`src/hdl/pidcdm_pkg.sv`:
```
package pidcdm_pkg;

  // Field and datapath widths.
  localparam int MeasW   = 16;
  localparam int GainW   = 24;
  localparam int ErrW    = MeasW + 1;
  localparam int SumW    = 32;
  localparam int LimW    = 31;
  localparam int DriveW  = 32;
  localparam int CfgW    = 31;
  localparam int CfgIdxW = 3;
  localparam int MulBW   = SumW + 1;
  localparam int ProdW   = GainW + MulBW;
  localparam int AccW    = ProdW + 3;
  localparam int PcW     = 5;
  localparam int QuoW    = LimW;

  // Configuration register indexes.
  typedef enum logic [CfgIdxW-1:0] {
    CfgMode       = 3'd0,
    CfgGainP      = 3'd1,
    CfgGainI      = 3'd2,
    CfgGainD      = 3'd3,
    CfgSetpoint   = 3'd4,
    CfgDriveLimit = 3'd5
  } cfg_idx_e;

  // Input opcodes.
  typedef enum logic {
    OpCompute = 1'b0,
    OpClear   = 1'b1
  } opcode_e;

  // Microcode fields.
  typedef enum logic [1:0] {
    MaKp,
    MaKi,
    MaKd
  } mul_a_e;

  typedef enum logic [2:0] {
    MbErr,
    MbDiff1,
    MbDiff2,
    MbSum,
    MbOld
  } mul_b_e;

  typedef enum logic [2:0] {
    AccHold,
    AccClear,
    AccAdd,
    AccLoadDrv,
    AccLoadPd
  } acc_op_e;

  typedef enum logic [2:0] {
    ActNone,
    ActLoadErr,
    ActDivStart,
    ActSavePd,
    ActSumUpdate,
    ActUndo,
    ActFinish,
    ActClear
  } act_e;

  typedef enum logic [2:0] {
    JmpNext,
    JmpAlways,
    JmpIfClear,
    JmpIfInc,
    JmpIfDivBusy,
    JmpIfNoUndo
  } jmp_e;

  typedef struct packed {
    mul_a_e          mul_a;
    mul_b_e          mul_b;
    acc_op_e         acc_op;
    act_e            act;
    jmp_e            jmp;
    logic [PcW-1:0]  target;
  } uword_t;

  // Program entry points.
  localparam logic [PcW-1:0] StDecode = 5'd0;
  localparam logic [PcW-1:0] StPos    = 5'd2;
  localparam logic [PcW-1:0] StWait   = 5'd5;
  localparam logic [PcW-1:0] StFin    = 5'd12;
  localparam logic [PcW-1:0] StInc    = 5'd13;
  localparam logic [PcW-1:0] StClear  = 5'd17;

  // Control store. A product issued in one step is added by the next step.
  function automatic uword_t ucode_rom(input logic [PcW-1:0] pc);
    uword_t w;
    w = '{MaKp, MbErr, AccHold, ActNone, JmpAlways, StFin};
    case (pc)
      5'd0:  w = '{MaKp, MbErr,   AccHold,    ActLoadErr,   JmpIfClear,   StClear};
      5'd1:  w = '{MaKp, MbErr,   AccHold,    ActNone,      JmpIfInc,     StInc};
      5'd2:  w = '{MaKp, MbErr,   AccClear,   ActDivStart,  JmpNext,      StFin};
      5'd3:  w = '{MaKd, MbDiff1, AccAdd,     ActNone,      JmpNext,      StFin};
      5'd4:  w = '{MaKp, MbErr,   AccAdd,     ActNone,      JmpNext,      StFin};
      5'd5:  w = '{MaKp, MbErr,   AccHold,    ActSavePd,    JmpIfDivBusy, StWait};
      5'd6:  w = '{MaKp, MbErr,   AccHold,    ActSumUpdate, JmpNext,      StFin};
      5'd7:  w = '{MaKi, MbSum,   AccHold,    ActNone,      JmpNext,      StFin};
      5'd8:  w = '{MaKp, MbErr,   AccAdd,     ActNone,      JmpNext,      StFin};
      5'd9:  w = '{MaKp, MbErr,   AccHold,    ActNone,      JmpIfNoUndo,  StFin};
      5'd10: w = '{MaKi, MbOld,   AccLoadPd,  ActUndo,      JmpNext,      StFin};
      5'd11: w = '{MaKp, MbErr,   AccAdd,     ActNone,      JmpAlways,    StFin};
      5'd12: w = '{MaKp, MbErr,   AccHold,    ActFinish,    JmpNext,      StFin};
      5'd13: w = '{MaKp, MbDiff1, AccLoadDrv, ActNone,      JmpNext,      StFin};
      5'd14: w = '{MaKi, MbErr,   AccAdd,     ActNone,      JmpNext,      StFin};
      5'd15: w = '{MaKd, MbDiff2, AccAdd,     ActNone,      JmpNext,      StFin};
      5'd16: w = '{MaKp, MbErr,   AccAdd,     ActNone,      JmpAlways,    StFin};
      5'd17: w = '{MaKp, MbErr,   AccHold,    ActClear,     JmpNext,      StFin};
      default: w = '{MaKp, MbErr, AccHold, ActNone, JmpAlways, StFin};
    endcase
    return w;
  endfunction

endpackage

```
`src/hdl/pid_controller_dual_mode.sv`:
```
// Dual-mode fixed-point PID controller. Each input transaction carries a
// signed 16-bit measurement and produces exactly one output transaction with
// a signed Q16.16 drive clamped to +/- drive_limit and a flag that is set when
// the clamp was hit. Mode 0 runs a positional PID with a bounded integral
// (bound = drive_limit / |gain_i|) and conditional integration; mode 1 runs an
// incremental PID that accumulates onto the last drive. Opcode 1 clears all
// history and returns a zero drive. Gains are signed Q8.16. A small microcode
// program steps one shared 24 x 33 bit multiplier and one accumulator; the
// positional bound comes from a one-bit-per-cycle divider. The last step of
// the program waits for as long as the previous result is still stalled in
// the output register. One transaction is processed at a time, but a new one
// is accepted while the previous result is still waiting in the output
// register. Configuration is written through a plain write port and must
// only change while the block is idle.
module pid_controller_dual_mode import pidcdm_pkg::*; (
  input  logic                 clk_i,
  input  logic                 rst_ni,
  // Input channel.
  input  logic                 in_valid_i,
  output logic                 in_stall_o,
  input  logic                 opcode_i,
  input  logic signed [MeasW-1:0] measurement_i,
  // Output channel.
  output logic                 out_valid_o,
  input  logic                 out_stall_i,
  output logic signed [DriveW-1:0] drive_o,
  output logic                 clamped_o,
  // Configuration write port.
  input  logic                 cfg_we_i,
  input  logic [CfgIdxW-1:0]   cfg_index_i,
  input  logic [CfgW-1:0]      cfg_wdata_i
);

  // Configuration registers.
  logic                    mode_q;
  logic signed [GainW-1:0] gain_p_q, gain_i_q, gain_d_q;
  logic signed [MeasW-1:0] setpoint_q;
  logic [LimW-1:0]         limit_q;

  // Controller history.
  logic signed [SumW-1:0]   error_sum_q;
  logic signed [ErrW-1:0]   prev_err_q, sprev_err_q;
  logic signed [DriveW-1:0] drive_acc_q;

  // Sequencer and datapath.
  logic                    busy_q;
  logic [PcW-1:0]          pc_q, pc_d;
  logic                    op_q;
  logic signed [MeasW-1:0] meas_q;
  logic signed [ErrW-1:0]  err_q;
  logic signed [ProdW-1:0] prod_q, prod_d;
  logic signed [AccW-1:0]  acc_q, acc_d, pd_q;
  logic signed [SumW-1:0]  old_sum_q, sum_d;
  logic                    out_valid_q, clamped_q;
  logic signed [DriveW-1:0] drive_q, drive_d;
  logic                    hit_d;

  uword_t                  uw;
  logic                    in_accept, out_free, hold, exec, jump;
  logic signed [GainW-1:0] mul_a;
  logic signed [MulBW-1:0] mul_b;
  logic signed [ErrW:0]    diff1;
  logic signed [ErrW+2:0]  diff2;
  logic [GainW-1:0]        ki_abs;
  logic                    div_busy;
  logic [QuoW-1:0]         bound;
  logic signed [SumW:0]    sum_trial, bnd_pos, bnd_neg;
  logic signed [AccW-1:0]  lim_pos, lim_neg;
  logic                    err_pos, err_neg, undo;

  assign in_accept  = in_valid_i && !in_stall_o;
  assign in_stall_o = busy_q;
  assign out_free   = !out_valid_q || !out_stall_i;

  assign uw = ucode_rom(pc_q);

  // The result step waits while the output register still holds an untaken result.
  assign hold = (uw.act == ActFinish || uw.act == ActClear) && !out_free;
  assign exec = busy_q && !hold;

  // Configuration writes.
  always_ff @(posedge clk_i or negedge rst_ni) begin
    if (!rst_ni) begin
      mode_q     <= 1'b0;
      gain_p_q   <= '0;
      gain_i_q   <= '0;
      gain_d_q   <= '0;
      setpoint_q <= '0;
      limit_q    <= '0;
    end else if (cfg_we_i) begin
      case (cfg_idx_e'(cfg_index_i))
        CfgMode:       mode_q     <= cfg_wdata_i[0];
        CfgGainP:      gain_p_q   <= cfg_wdata_i[GainW-1:0];
        CfgGainI:      gain_i_q   <= cfg_wdata_i[GainW-1:0];
        CfgGainD:      gain_d_q   <= cfg_wdata_i[GainW-1:0];
        CfgSetpoint:   setpoint_q <= cfg_wdata_i[MeasW-1:0];
        CfgDriveLimit: limit_q    <= cfg_wdata_i[LimW-1:0];
        default: ;
      endcase
    end
  end

  // Error differences for the derivative and incremental terms.
  assign diff1 = {err_q[ErrW-1], err_q} - {prev_err_q[ErrW-1], prev_err_q};
  assign diff2 = {{3{err_q[ErrW-1]}}, err_q}
               - {{2{prev_err_q[ErrW-1]}}, prev_err_q, 1'b0}
               + {{3{sprev_err_q[ErrW-1]}}, sprev_err_q};

  // Shared multiplier operands; the product is registered every cycle.
  always_comb begin
    case (uw.mul_a)
      MaKp:    mul_a = gain_p_q;
      MaKi:    mul_a = gain_i_q;
      MaKd:    mul_a = gain_d_q;
      default: mul_a = gain_p_q;
    endcase
    case (uw.mul_b)
      MbErr:   mul_b = {{(MulBW-ErrW){err_q[ErrW-1]}}, err_q};
      MbDiff1: mul_b = {{(MulBW-ErrW-1){diff1[ErrW]}}, diff1};
      MbDiff2: mul_b = {{(MulBW-ErrW-3){diff2[ErrW+2]}}, diff2};
      MbSum:   mul_b = {error_sum_q[SumW-1], error_sum_q};
      MbOld:   mul_b = {old_sum_q[SumW-1], old_sum_q};
      default: mul_b = '0;
    endcase
    prod_d = ProdW'(mul_a) * ProdW'(mul_b);
  end

  always_comb begin
    case (uw.acc_op)
      AccClear:   acc_d = '0;
      AccAdd:     acc_d = acc_q + {{(AccW-ProdW){prod_q[ProdW-1]}}, prod_q};
      AccLoadDrv: acc_d = {{(AccW-DriveW){drive_acc_q[DriveW-1]}}, drive_acc_q};
      AccLoadPd:  acc_d = pd_q;
      default:    acc_d = acc_q;
    endcase
  end

  // Integral bound: drive_limit / |gain_i|, truncated.
  assign ki_abs = gain_i_q[GainW-1] ? GainW'(~gain_i_q + 1'b1) : gain_i_q;

  pidcdm_div u_div (
    .clk_i      (clk_i),
    .rst_ni     (rst_ni),
    .start_i    (exec && uw.act == ActDivStart),
    .dividend_i (limit_q),
    .divisor_i  (ki_abs),
    .busy_o     (div_busy),
    .quotient_o (bound)
  );

  // Saturating integral update; zero gain or zero limit empties the integral.
  always_comb begin
    sum_trial = {error_sum_q[SumW-1], error_sum_q}
              + {{(SumW+1-ErrW){err_q[ErrW-1]}}, err_q};
    bnd_pos   = {2'b00, bound};
    bnd_neg   = -bnd_pos;
    if (gain_i_q == '0 || limit_q == '0) begin
      sum_d = '0;
    end else if (sum_trial > bnd_pos) begin
      sum_d = bnd_pos[SumW-1:0];
    end else if (sum_trial < bnd_neg) begin
      sum_d = bnd_neg[SumW-1:0];
    end else begin
      sum_d = sum_trial[SumW-1:0];
    end
  end

  // Conditional integration: back out the integral step when the drive would
  // run past the limit in the direction of the error.
  assign lim_pos = {{(AccW-LimW){1'b0}}, limit_q};
  assign lim_neg = -lim_pos;
  assign err_pos = !err_q[ErrW-1] && (err_q != '0);
  assign err_neg = err_q[ErrW-1];
  assign undo    = (limit_q != '0)
                && ((acc_q > lim_pos && err_pos) || (acc_q < lim_neg && err_neg));

  // Output clamp.
  always_comb begin
    if (acc_q > lim_pos) begin
      drive_d = lim_pos[DriveW-1:0];
      hit_d   = 1'b1;
    end else if (acc_q < lim_neg) begin
      drive_d = lim_neg[DriveW-1:0];
      hit_d   = 1'b1;
    end else begin
      drive_d = acc_q[DriveW-1:0];
      hit_d   = 1'b0;
    end
  end

  // Step counter with conditional jumps.
  always_comb begin
    case (uw.jmp)
      JmpNext:      jump = 1'b0;
      JmpAlways:    jump = 1'b1;
      JmpIfClear:   jump = (op_q == OpClear);
      JmpIfInc:     jump = mode_q;
      JmpIfDivBusy: jump = div_busy;
      JmpIfNoUndo:  jump = !undo;
      default:      jump = 1'b0;
    endcase
    if (!exec) begin
      pc_d = pc_q;
    end else if (jump) begin
      pc_d = uw.target;
    end else begin
      pc_d = pc_q + 1'b1;
    end
  end

  // Control state and controller history.
  always_ff @(posedge clk_i or negedge rst_ni) begin
    if (!rst_ni) begin
      busy_q      <= 1'b0;
      pc_q        <= StDecode;
      out_valid_q <= 1'b0;
      error_sum_q <= '0;
      prev_err_q  <= '0;
      sprev_err_q <= '0;
      drive_acc_q <= '0;
    end else begin
      if (in_accept) begin
        busy_q <= 1'b1;
        pc_q   <= StDecode;
      end else begin
        pc_q <= pc_d;
      end

      if (exec && (uw.act == ActFinish || uw.act == ActClear)) begin
        busy_q      <= 1'b0;
        out_valid_q <= 1'b1;
      end else if (out_valid_q && !out_stall_i) begin
        out_valid_q <= 1'b0;
      end

      if (exec) begin
        case (uw.act)
          ActSumUpdate: error_sum_q <= sum_d;
          ActUndo:      error_sum_q <= old_sum_q;
          ActFinish: begin
            drive_acc_q <= drive_d;
            prev_err_q  <= err_q;
            if (mode_q) begin
              sprev_err_q <= prev_err_q;
            end
          end
          ActClear: begin
            error_sum_q <= '0;
            prev_err_q  <= '0;
            sprev_err_q <= '0;
            drive_acc_q <= '0;
          end
          default: ;
        endcase
      end
    end
  end

  // Datapath registers.
  always_ff @(posedge clk_i) begin
    if (in_accept) begin
      op_q   <= opcode_i;
      meas_q <= measurement_i;
    end
    prod_q <= prod_d;
    if (exec) begin
      acc_q <= acc_d;
      case (uw.act)
        ActLoadErr:   err_q <= {setpoint_q[MeasW-1], setpoint_q}
                             - {meas_q[MeasW-1], meas_q};
        ActSavePd:    pd_q <= acc_q;
        ActSumUpdate: old_sum_q <= error_sum_q;
        ActFinish: begin
          drive_q   <= drive_d;
          clamped_q <= hit_d;
        end
        ActClear: begin
          drive_q   <= '0;
          clamped_q <= 1'b0;
        end
        default: ;
      endcase
    end
  end

  assign out_valid_o = out_valid_q;
  assign drive_o     = drive_q;
  assign clamped_o   = clamped_q;

endmodule

```
`src/hdl/pidcdm_div.sv`:
```
// Restoring unsigned divider, one quotient bit per cycle.
module pidcdm_div import pidcdm_pkg::*; (
  input  logic             clk_i,
  input  logic             rst_ni,
  input  logic             start_i,
  input  logic [QuoW-1:0]  dividend_i,
  input  logic [GainW-1:0] divisor_i,
  output logic             busy_o,
  output logic [QuoW-1:0]  quotient_o
);

  localparam int CntW = $clog2(QuoW + 1);

  logic [CntW-1:0]  cnt_q;
  logic [GainW-1:0] rem_q, rem_d;
  logic [QuoW-1:0]  quo_q, quo_d;
  logic [GainW:0]   shifted;
  logic             fits;

  always_comb begin
    shifted = {rem_q, quo_q[QuoW-1]};
    fits    = (shifted >= {1'b0, divisor_i});
    rem_d   = fits ? GainW'(shifted - {1'b0, divisor_i}) : shifted[GainW-1:0];
    quo_d   = {quo_q[QuoW-2:0], fits};
  end

  always_ff @(posedge clk_i or negedge rst_ni) begin
    if (!rst_ni) begin
      cnt_q <= '0;
    end else if (start_i) begin
      cnt_q <= CntW'(QuoW);
    end else if (cnt_q != '0) begin
      cnt_q <= cnt_q - 1'b1;
    end
  end

  always_ff @(posedge clk_i) begin
    if (start_i) begin
      rem_q <= '0;
      quo_q <= dividend_i;
    end else if (cnt_q != '0) begin
      rem_q <= rem_d;
      quo_q <= quo_d;
    end
  end

  assign busy_o     = (cnt_q != '0);
  assign quotient_o = quo_q;

endmodule

```
`config.mk`:
```
export PLATFORM = sky130hd
export DESIGN_NAME = pid_controller_dual_mode
export DESIGN_NICKNAME = d
export VERILOG_FILES = /design/src/hdl/pidcdm_pkg.sv /design/src/hdl/pid_controller_dual_mode.sv /design/src/hdl/pidcdm_div.sv
export SDC_FILE = /design/constraint.sdc
export NUM_CORES = 2
export LEC_CHECK = 0
export BUFFER_PORTS_ARGS = -buffer_cell sky130_fd_sc_hd__buf_2
export CAP_MARGIN = 20
export CORE_MARGIN = 2
export CORE_UTILIZATION = 40
export CTS_BUF_LIST = sky130_fd_sc_hd__clkbuf_8
export CTS_CLUSTER_DIAMETER = 40
export CTS_CLUSTER_SIZE = 28
export DETAILED_ROUTE_END_ITERATION = 10
export SYNTH_ARGS = -nofsm -noshare
export SYNTH_HDL_FRONTEND = slang
export SYNTH_SLANG_ARGS = --single-unit
```
`constraint.sdc`:
```
create_clock -name clk_i -period 9.8 [get_ports clk_i]
set_input_delay 1.47 -clock clk_i [delete_from_list [all_inputs] [get_ports clk_i]]
set_output_delay 1.47 -clock clk_i [all_outputs]
set_load 0.05 [all_outputs]
```
# After elaboration in Yosys (flattened, before gate mapping)
# Memory sizes are Yosys's and may differ from the RTL's.
# Index checks and enable logic that the tools add are counted.
# word_totals
in_bits,56
mem_count,1
out_inout_bits,35
reg_bits,561
rom_bits,576
# op_classes
add_sub_neg,12
mul,1
n_eq_ne,28
mux,30
magnitude_cmp,5
n_reduce_logical,48
bitwise_logic,1
# memory_table
name,words,word_bits,read_ports,rd_clocked_by_memory_dff,wr,line_no,source
(name not given),32,18,1,0,0,pidcdm_pkg.sv:98,case (pc)
# op_table
operator,count
case mux 60 bit (4 select lines),1
case mux 33 bit (5 select lines),1
2-to-1 mux 32 bit,5
case mux 32 bit (3 select lines),1
case mux 17 bit (2 select lines),2
case mux 32 bit (2 select lines),1
2-to-1 mux 31 bit,2
adder 60 bit,1
greater-than comparator 60 x 32 -> 1 bit,1
less-than comparator 60 bit,1
negation 31 -> 60 bit,1
multiplier 24 x 33 -> 57 bit,1
2-to-1 mux 24 bit,2
case mux 24 bit (2 select lines),1
adder 32 x 17 -> 33 bit,1
greater-than comparator 33 x 32 -> 1 bit,1
less-than comparator 33 bit,1
negation 31 -> 33 bit,1
zero test 31 bit,1
nonzero test 31 bit,1
equality test 3 x 2 -> 1 bit (second input constant),10
equality test 3 bit (second input constant),10
greater-or-equal comparator 25 x 24 -> 1 bit,1
2-to-1 mux 5 bit,5
29 further kinds,72

# Logic depth before layout (Yosys ltp)
# depth
word_depth,10
depth_mapped,44
depth_no_buf,41

# Cells and area by module
# Synthesis repeated with hierarchy kept, for this count alone.
# hier_totals
hier_cells,6964
hier_area_um2,64281.7
# by_module_without_submodules
module,n_inst,cells_per_inst,area_per_inst_um2
pid_controller_dual_mode,1,6548,60325.4
pidcdm_div,1,416,3956.3

# Worst setup path before layout
# Ideal clock, no wire load.
# synth_timing
path_type,register to register
start,register err_q[2]
end,register prod_q[54]
setup_ps,72
synth_period_minus_slack_ps,9995
path_stages_with_launch,39
arrival_ps,9923
slack_ps,-195
required_time_ps,9728
cell_sequence,edfxtp_1 -> inv_1 -> fa_1 -> inv_1 -> ha_1 -> o21ai_0 -> a21boi_0 -> o2111ai_1 -> a31oi_1 -> a211o_1 -> a31o_2 -> nand2_1 -> nand4_1 -> nand4_2 -> buf_2 -> a221oi_1 -> buf_2 -> nor2_1 -> (+3 left out) -> fa_1 -> inv_1 -> fa_1 -> fa_1 -> fa_1 -> inv_1 -> fa_1 -> inv_1 -> ha_1 -> buf_1 -> nand3_1 -> or3_1 -> nor2_1 -> a2111oi_0 -> a211oi_1 -> or4_1 -> a21oi_1 -> xnor2_1
# synth_between
elab_chain_len,4
# synth_rtl
item,line_no,source
start: declaration,pid_controller_dual_mode.sv:50,logic signed [ErrW-1:0] err_q;
start signal: assignment,pid_controller_dual_mode.sv:269,"ActLoadErr: err_q <= {setpoint_q[MeasW-1], setpoint_q}"
subtractor 17 x 18 -> 19 bit,pid_controller_dual_mode.sv:106,"- {{2{prev_err_q[ErrW-1]}}, prev_err_q, 1'b0}"
adder 19 x 17 -> 20 bit,pid_controller_dual_mode.sv:107,"+ {{3{sprev_err_q[ErrW-1]}}, sprev_err_q};"
case mux 33 bit (5 select lines) (*),pid_controller_dual_mode.sv:117,case (uw.mul_b)
multiplier 24 x 33 -> 57 bit (*),pid_controller_dual_mode.sv:125,prod_d = ProdW'(mul_a) * ProdW'(mul_b);
via prod_d[54],pid_controller_dual_mode.sv:51,"logic signed [ProdW-1:0] prod_q, prod_d;"
end signal: assignment,pid_controller_dual_mode.sv:265,prod_q <= prod_d;
end: declaration,pid_controller_dual_mode.sv:51,
# The timed path passes the listed nets; every way through them passes the cells marked *.
# A chain may end at the register's enable or synchronous reset.

# Worst setup path after layout
# layout_timing
start,register prev_err_q[1]
end,register prod_q[55]
# layout_between
elab_chain_len,4
# layout_rtl
item,line_no,source
start: declaration,pid_controller_dual_mode.sv:42,"logic signed [ErrW-1:0] prev_err_q, sprev_err_q;"
start signal: assignment,pid_controller_dual_mode.sv:242,prev_err_q <= err_q;
subtractor 17 x 18 -> 19 bit,pid_controller_dual_mode.sv:106,
adder 19 x 17 -> 20 bit,pid_controller_dual_mode.sv:107,
case mux 33 bit (5 select lines) (*),pid_controller_dual_mode.sv:117,
multiplier 24 x 33 -> 57 bit (*),pid_controller_dual_mode.sv:125,
via prod_d[55],pid_controller_dual_mode.sv:51,
# Marked as above.

==> run metrics <==
CP Data Required Time=around 11 ns; Initial Util=roughly two fifths; startpoint types=flop; vias in the first global route=about 55000; Antenna Violating Nets Remaining=0; Detailed Place HPWL=approximately 180000 µm; area post-placement=between 70000 and 80000 µm²; post-synth top area cell=fa_1; crit share post-route=100%; slowest CP cell=fa_1; Mapped Area=around 64000 µm²; Synth top area share=about a quarter; vias per inst=~5.5; Hold Path Cell Cnt=2; Final Hold Viols=0; worst setup margin=-0.0181 ns; Layout Area Growth over Synthesis=17.6%; # IOs=between 90 and 100; Avg Cell Area, Syn=just over 9 µm²; HP Class=flop to flop; final setup vio count=2; die area=164000 µm²; TritonRoute pass-1 iters=11; layout cell share with drive strength beyond 1=around 18%; clk_lat worst skew=around 0.85 ns; Ys Warns=0; syn_nets=8289; max-slew violations=0; Rel. slew slack=a little over a fifth; Die X=between 400 and 500 µm; clk buf depth=3; Post-synth EDFFs=250; initial DRC count=4892; Synth area leaders=fa_1 25%, edfxtp_1 12%, ha_1 9.5%, dfrtp_1 9.0%, inv_1 6.4%; CP Class=flop to flop; RSZ-0062 raised after global routing=yes; ys async rst share=about two fifths; max incr delay on CP=around 0.57 ns; FP Rows=between 100 and 150; CTS sink count=roughly 560; Finished Core Util=between 40% and 50%; chip height=around 400 µm; Most used DFF post-synth=edfxtp_1; Clk pin slew, worst setup/hold paths=0.08 ns; max-cap violations=0; CTS root buffer=clkbuf_8; crit path max fanout=4; crit path DAT=10.54 ns; most numerous cell in the Yosys netlist=inv_1; GR Overflow Total=0; failing checks=negative setup slack; status=finished, violations left; PortBufs=90; cell mode on critical path=fa_1; GRT Overall Usage=a little over a quarter; dpl ws=-0.809 ns; R2R depth=41; Mapped Cells=just under 7000; Final Instance Area=~75000 µm²; cts bufs inserted=100; top cells by count, synth=1093 x inv_1, 812 x fa_1, 785 x nand2_1, 487 x ha_1, 466 x nor2_1; core area=around 160000 µm²; crit path time final=between 9 and 10 ns; largest net degree at the start of global routing=70; Worst setup EP type=flop; initial antenna violation count=21; htree depth=3; sequential share of the synthesized area=23.2%; Tightest Pin Transition=~1.2 ns; clk_skew=approximately 0.062 ns; WL final=~220000 µm; register bit total from synthesis=between 500 and 600; routed len/inst=22.8 µm; Max Fclk=between 100 and 150 MHz; drt drc=0; Placer Congestion=a little under 1; final net count=8839; CTS tree=yes; Unique masters post-synth=98; global-route wire length before repair=about 340000 µm; Via Count=between 50000 and 60000
## flip-flops by register name, indices dropped and copies added (netlist names), 31 cells and up
signal and count:
u_div.quotient_o 31, acc_q 60, old_sum_q 32, drive_acc_q 32, error_sum_q 32, pd_q 60
limit_q 31, drive_o 32, prod_q 57
## layer usage
metal | part of all wire, % | up-vias | routed length, µm | track usage, %
met5 | 0.034 | - | 75 | 0
met4 | 4.7 | 12 | 10300 | 11.2
met3 | 8.0 | 443 | 17600 | 5.63
met2 | 45 | 1896 | 98900 | 43.0
met1 | 42 | 26800 | 93700 | 36.2
li1 | - | 24200 | - | -
## layout make-up
type | count | area (µm²)
clock buffer | 102 | 1400
inverter | 1095 | 4110
multi-input combinational | 4973 | 45100
fill | 15200 | 84500
timing repair buffer | 753 | 6360
sequential | 561 | 14900
antenna | 5 | 12.5
clock inverter | 88 | 977
tap | 2086 | 2610
## final timing paths
kind	start	slack (ns)	to
worst min register to register	sprev_err_q[14]	0.48	sprev_err_q[14]
worst max register to register	prev_err_q[1]	-0.02	prod_q[55]
worst max-delay path	prev_err_q[1]	-0.02	prod_q[55]
max in group asynchronous	rst_ni	7.86	in_stall_o
min in group asynchronous	rst_ni	0.56	u_div.cnt_q[0]
worst min-delay path	sprev_err_q[14]	0.48	sprev_err_q[14]
## logic make-up (layout without fill, tap and decap cells)
| group | after synthesis | in the layout | synth area share [%] |
|---|---|---|---|
| muxes | 197 | 197 | 3.41 |
| AOI/OAI and AO/OA | 1365 | 1365 | 13.7 |
| buffers and inverters | 1400 | 2038 | 8.28 |
| and+or+nand+nor | 1846 | 1846 | 13.0 |
| other | 0 | 5 | 0 |
| adders and majority gates | 1299 | 1299 | 34.8 |
| xor gates and xnor gates | 266 | 266 | 3.63 |
| DFF | 561 | 561 | 23.2 |
## worst max-delay path, delay by kind of cell, from the launching register on
| kind | cells | cell delay, ns |
|---|---|---|
| buf+inv | 9 | 0.78 |
| xor+xnor | 1 | 0.13 |
| simple gates | 3 | 0.30 |
| compound gates | 17 | 3.17 |
| fa+ha+maj | 10 | 4.67 |
| mux | 1 | 0.22 |
| flops | 1 | 0.40 |
## repair_timing
item,in CTS,in global routing
cloned,2,0
buffers inserted,19,33
gates resized for setup,136,116
pin swaps,91,121
hold buffers,0,0
setup endpoints to repair,24,32
## stage by stage
| step | hold WS (ns) | setup TNS, ns | cells |
|---|---|---|---|
| CTS | 0.483 | -0.654 | 9626 |
| floorplan | 0.440 | 0 | 6934 |
| finish | 0.483 | -0.0183 | 9663 |
| global placement | 0.459 | -6.69 | 9414 |
| detailed placement | 0.465 | -10.14 | 9416 |
| global route | 0.508 | -5.15 | 9660 |
## cell usage in the layout, fill, tap and decap left out, drive strengths merged, types with 51 or more instances in the layout
master	instances
and2	81
a31oi	67
nor2	470
inv	1130
clkbuf	103
dfxtp	81
xor2	85
nand3	123
nor3	98
a22oi	51
nand4	60
nand2	785
o21ai	360
ha	487
a21o	140
a21oi	345
dfrtp	230
xnor2	181
fa	812
mux2	162
buf	752
edfxtp	250
Power is left out: the tool's default activity adds up to more than one toggle a clock period on the data nets, which glitch-free logic cannot reach.
